`src/rtl/core/assert_macros.svh`:
```
// ----------------------------------------------------------------------------
// Assertion macros
// Shared concurrent assertion forms for the cost accumulator RTL.
// ----------------------------------------------------------------------------
`ifndef ASSERT_MACROS_SVH
`define ASSERT_MACROS_SVH

// Same-cycle implication, disabled while reset is asserted.
`define BTCA_ASSERT_IMP(lbl, clk, rst_n, ante, cons, msg) \
    lbl: assert property (@(posedge clk) disable iff (!rst_n) (ante) |-> (cons)) \
        else $error(msg);

// Next-cycle implication, disabled while reset is asserted.
`define BTCA_ASSERT_NXT(lbl, clk, rst_n, ante, cons, msg) \
    lbl: assert property (@(posedge clk) disable iff (!rst_n) (ante) |=> (cons)) \
        else $error(msg);

`endif

```
`src/rtl/core/btca_pkg.sv`:
```
// ----------------------------------------------------------------------------
// btca_pkg
// Widths, codes and shared types of the bounded top-K cost accumulator.
// ----------------------------------------------------------------------------
package btca_pkg;

    localparam int TABLE_DEPTH = 64;
    localparam int IDX_W       = $clog2(TABLE_DEPTH);
    localparam int CNT_W       = $clog2(TABLE_DEPTH + 1);

    localparam int KEY_W   = 64;
    localparam int COST_W  = 40;
    localparam int SRC_W   = 32;
    localparam int TOTAL_W = 48;
    localparam int ROWS_W  = 16;
    localparam int STAMP_W = 32;
    localparam int LIMIT_W = 7;
    localparam int OUTC_W  = 2;
    localparam int CMP_W   = ((CNT_W > LIMIT_W) ? CNT_W : LIMIT_W) + 1;

    localparam logic [TOTAL_W-1:0] TOTAL_MAX            = '1;
    localparam logic [ROWS_W-1:0]  ROWS_MAX             = '1;
    localparam logic [LIMIT_W-1:0] DISTINCT_LIMIT_RESET = LIMIT_W'(64);

    typedef enum logic [OUTC_W-1:0] {
        OUTCOME_ACCUM  = 2'd0,
        OUTCOME_INSERT = 2'd1,
        OUTCOME_EVICT  = 2'd2,
        OUTCOME_REJECT = 2'd3
    } t_outcome;

    typedef enum logic [1:0] {
        ST_IDLE,
        ST_SCAN,
        ST_DRAIN,
        ST_COMMIT
    } t_state;

    typedef struct packed {
        logic [KEY_W-1:0]   key;
        logic [TOTAL_W-1:0] total;
        logic [ROWS_W-1:0]  rows;
        logic [STAMP_W-1:0] stamp;
    } t_entry;

    typedef struct packed {
        logic             clear;
        logic             rd_valid;
        logic [IDX_W-1:0] idx;
        logic             slot_valid;
    } t_scan_ctl;

    typedef struct packed {
        logic             hit_found;
        logic [IDX_W-1:0] hit_idx;
        t_entry           hit;
        logic             free_found;
        logic [IDX_W-1:0] free_idx;
        logic             vict_found;
        logic [IDX_W-1:0] vict_idx;
        t_entry           vict;
        logic [CNT_W-1:0] used;
    } t_scan_res;

endpackage

```
`src/rtl/core/btca_scan.sv`:
```
// ----------------------------------------------------------------------------
// btca_scan
// Walks the table one entry per cycle and keeps the key match, the first
// free slot, the eviction candidate and the occupancy.
// ----------------------------------------------------------------------------
`include "assert_macros.svh"

module btca_scan import btca_pkg::*; (
    input  logic               i_clk,
    input  logic               i_rst_n,
    input  t_scan_ctl          i_ctl,
    input  t_entry             i_entry,
    input  logic [KEY_W-1:0]   i_key,
    input  logic [STAMP_W-1:0] i_clock,
    output t_scan_res          o_res
);

    t_scan_res          r_res;
    t_scan_res          n_res;
    logic [STAMP_W-1:0] age_new;
    logic [STAMP_W-1:0] age_vict;
    logic               take;

    always_comb begin
        age_new  = i_clock - i_entry.stamp;
        age_vict = i_clock - r_res.vict.stamp;
        take     = !r_res.vict_found
                || (i_entry.total < r_res.vict.total)
                || ((i_entry.total == r_res.vict.total) && (age_new > age_vict));
        n_res    = r_res;
        if (i_ctl.clear) begin
            n_res = '0;
        end else if (i_ctl.rd_valid) begin
            if (i_ctl.slot_valid) begin
                n_res.used = r_res.used + CNT_W'(1);
                if (!r_res.hit_found && (i_entry.key == i_key)) begin
                    n_res.hit_found = 1'b1;
                    n_res.hit_idx   = i_ctl.idx;
                    n_res.hit       = i_entry;
                end
                if (take) begin
                    n_res.vict_found = 1'b1;
                    n_res.vict_idx   = i_ctl.idx;
                    n_res.vict       = i_entry;
                end
            end else if (!r_res.free_found) begin
                n_res.free_found = 1'b1;
                n_res.free_idx   = i_ctl.idx;
            end
        end
    end

    always_ff @(posedge i_clk) begin
        if (!i_rst_n) begin
            r_res <= '0;
        end else begin
            r_res <= n_res;
        end
    end

    assign o_res = r_res;

    `BTCA_ASSERT_NXT(a_hit_held, i_clk, i_rst_n, r_res.hit_found && !i_ctl.clear, r_res.hit_found && $stable(r_res.hit_idx), "Key match changed within one scan.")
    `BTCA_ASSERT_IMP(a_used_bound, i_clk, i_rst_n, 1'b1, r_res.used <= CNT_W'(TABLE_DEPTH), "Occupancy count exceeds table depth.")

endmodule

```
`config.mk`:
```
export PLATFORM = sky130hd
export DESIGN_NAME = btca_scan
export DESIGN_NICKNAME = d
export VERILOG_FILES = /design/src/rtl/core/btca_pkg.sv /design/src/rtl/core/btca_scan.sv
export VERILOG_INCLUDE_DIRS = /design/src /design/src/rtl/core
export SDC_FILE = /design/constraint.sdc
export NUM_CORES = 1
export LEC_CHECK = 0
export ABC_CLOCK_PERIOD_IN_PS = 6200
export BUFFER_PORTS_ARGS = -buffer_cell sky130_fd_sc_hd__buf_2
export CAP_MARGIN = 20
export CORE_AREA = 2 2 237 239
export CTS_CLUSTER_DIAMETER = 30
export CTS_CLUSTER_SIZE = 40
export DETAILED_ROUTE_END_ITERATION = 6
export DIE_AREA = 0 0 239 241
export SLEW_MARGIN = 10
export SYNTH_ARGS = -nofsm -noshare
export SYNTH_HDL_FRONTEND = slang
export SYNTH_SLANG_ARGS = --single-unit
```
`constraint.sdc`:
```
create_clock -name i_clk -period 6.2 [get_ports i_clk]
set_input_delay 0.93 -clock i_clk [delete_from_list [all_inputs] [get_ports i_clk]]
set_output_delay 0.93 -clock i_clk [all_outputs]
set_load 0.05 [all_outputs]
```
==> metrics <==
Mapped Cells=2186; Pre-Repair DR Iteration Count=5; async set-reset flop share out of synthesis=0%; top_reg_cell synth=dfxtp_1; CP bufs+invs=6; fin area=25700 um^2; crit-path max FO=20; WL/cell=18.8 um; Die X=239 um; area of the multi-input gates=10800 um^2; DRC Markers=0; sequential element share of the synthesized area=37.3%; vias in the first global route=17800; post-synth cell types=63; Period minus WS final=5.73 ns; count leader, synth=nand2_1; All-Layer GR Usage=22.6%; Clk Latency, worst-skew pair=0.62 ns; Fin Hold WS=0.453 ns; Leak=12.9 nW; Crit Path Category=input port to flop; Yosys warnings=0; Max Freq=0.175 GHz; initial antenna violation count=6; htree depth=3; worst slew pin tran=1.01 ns; # resized after CTS=0; Max-cap violations=0; Die Ht=241 um; Top-Level Pins=615; Mapped Area=18700 um^2; CP delay by family, top=compound AO/OA/AOI/OAI gates; HP Class=flop to flop; CP Launch Type=input port; placed inst area=22700 um^2; post-synth top area share=37.3%; Num CTS Buffers=84; 1st-iter DRT viols=900; Avg Inst Size Synth=8.54 um^2; clock sink total=348; Crit Reg-Reg Endpoint=o_res[168]; run status=completed; final hold vios=0; Reg-to-Reg Start=o_res[7]; cell chain of the critical path=buf_2, inv_1, ha_1, inv_1, fa_1, a211o_1, a21oi_2, o21ai_1, a22o_2, o221a_4, o311a_4, or4_4, a211o_1, xor2_1, ha_1, nand4_1, nor4_1, buf_4, a211o_1, nand4_1, a31oi_4, buf_12, buf_12, mux2i_1; register area=6970 um^2; number of cells in the design after placement=3439; die area=57600 um^2; CTS hold repair buffers=0; Clock Tree Buf Depth=3; total number of vias=17800; Post-Route Utilization=46.9%; dpl hpwl=52.9 mm; #FFs+latches synth=348; most area-hungry cell type in the Yosys netlist=dfxtp_1; r2r setup slk=0.73 ns; via/cell ratio=4.94; final setup fails=0; Worst Hold Launch=o_res[147]; Non-Filler Instances=3597; Final Wtd Congestion=0.956; critical path's slowest cell=or4_4; number of flops mapped to enable cells by yosys=0; CP Data Required Time=6.71 ns; # nets final=3233; core footprint=54900 um^2; Period Utilization, post-route=92.4%; Worst Path Arrival=6.24 ns; number of setup buffers added after CTS=0; largest net degree at the start of global routing=163; grt ovf=0; Cell Pwr Density=309 nW/um^2; Rows=86; Max stage delay on crit path=0.43 ns; synth cell count leaders=nand2_1 (365), dfxtp_1 (348), mux2i_1 (300); post-route ant nets=0; fin. max-slew vios=0; Final Skew=0.0376 ns; FF-to-FF path depth=22; Tot Pwr=7.96 mW; crit path capture type=flop; first-pass GRT wire length=101 mm; max_slew headroom=32.9%; clock slew seen by the registers of the worst setup and hold paths=0.04 ns; Peak VDD IR=0.000289 V; syn_nets=2598; port buffer count=614; Initial Util=34.0%; Routed WL=67.5 mm; hold depth=2; layout cells sized above 1=28.1%; RSZ-0062 raised after global routing=false; Hold EP=o_res[147]; flip-flop count of the largest register after layout=348; P&R area growth vs syn=37.9%; Root Buffer Master=clkbuf_16; CTS tree=yes; most used cell along the critical path=a211o_1; FILL cells=5372; ranking of synthesized cells by area=dfxtp_1 (37%), mux2i_1 (16%), ha_1 (9.6%)
## metrics by stage
step | setup slack (ns) | setup TNS, ns
2_1_floorplan | 0.468 | 0
3_3_place_gp | -0.0268 | -0.672
3_5_place_dp | -0.118 | -5.68
4_1_cts | 0.484 | 0
5_1_grt | 0.199 | 0
6_report | 0.470 | 0
## layer usage
layer / part of all wire [%] / track usage (%) / vias to the layer above
met4: 3.5 / 9.81 / 4
met2: 48 / 37.9 / 565
met5: 0.044 / 0 / -
met3: 7.0 / 6.36 / 138
met1: 42 / 27.1 / 8381
li1: - / - / 8678
## worst max-delay path by stage
stage,start,endpoint,slack [ns],cells after the start
3_3_place_gp,i_clock[0],o_res[137],-0.03,24
2_1_floorplan,i_clock[0],o_res[131],0.47,22
4_1_cts,i_clock[0],o_res[168],0.48,24
5_1_grt,i_clock[0],o_res[112],0.20,25
3_5_place_dp,i_clock[0],o_res[112],-0.12,24
6_report,i_clock[0],o_res[168],0.47,24
## layout make-up
| cell class | instances | area share, % |
|---|---|---|
| Antenna cell | 4 | 0.0389 |
| Clock buffer | 113 | 9.37 |
| Timing Repair Buffer | 654 | 13.7 |
| Sequential cell | 348 | 27.1 |
| Clock inverter | 41 | 2.40 |
| Tap cell | 704 | 3.42 |
| Multi-Input combinational cell | 1587 | 41.9 |
| Inverter | 146 | 2.13 |
## worst register-to-register path: stages, from the launching register on
cell,delay [ns]
dfxtp_1,0.35
ha_1,0.17
inv_1,0.06
fa_1,0.41
a21o_1,0.19
a2111oi_0,0.52
buf_4,0.20
nor3_1,0.05
a22oi_1,0.28
a21oi_1,0.18
a41o_1,0.29
o41a_1,0.32
xnor2_1,0.14
ha_1,0.27
nand4_1,0.13
nor4_1,0.31
buf_4,0.17
a211o_1,0.14
nand4_1,0.17
a31oi_4,0.33
buf_12,0.23
buf_12,0.23
mux2i_1,0.23
## report_power, final
| group | switching, mW | leakage, nW | internal, mW | total (mW) |
|---|---|---|---|---|
| logic | 0.637 | 8.59 | 0.415 | 1.05 |
| clock network | 1.43 | 1.47 | 3.19 | 4.62 |
| registers | 0.0185 | 2.81 | 2.27 | 2.29 |
| total | 2.08 | 12.9 | 5.88 | 7.96 |
## cell families (layout without fill, tap and decap cells)
group,after synthesis,after routing,synth area share (%)
mux,300,300,16.1
fa+ha+maj,145,145,9.80
compound gates,295,295,10.2
xor+xnor,110,110,5.16
flops,348,348,37.3
other cells,0,4,0
buf+inv,251,954,5.17
simple gates,737,737,16.3
## cells in the final DEF, fill, tap and decap left out, types with 5 or more instances in the layout
cell type	netlist	final
a211oi_1	7	7
a21o_1	55	55
a21oi_1	117	117
a31oi_1	6	5
and3_1	6	6
and4_1	6	6
buf_12	0	12
buf_2	18	614
buf_4	0	28
bufinv_16	0	11
clkbuf_1	75	11
clkbuf_16	0	86
clkbuf_8	0	16
clkinv_2	0	14
clkinvlp_4	0	8
dfxtp_1	348	348
ha_1	143	143
inv_1	146	146
mux2i_1	300	300
nand2_1	365	365
nand2b_1	9	8
nand3_1	20	19
nand4_1	29	29
nor2_1	260	260
nor2b_1	8	7
nor3_1	10	10
nor4_1	10	10
o21a_1	17	17
o21ai_0	31	31
o21bai_1	8	8
o22ai_1	7	7
or3_1	5	5
xnor2_1	58	58
xor2_1	52	52
No activity file was read; power rests on OpenSTA's default activity.
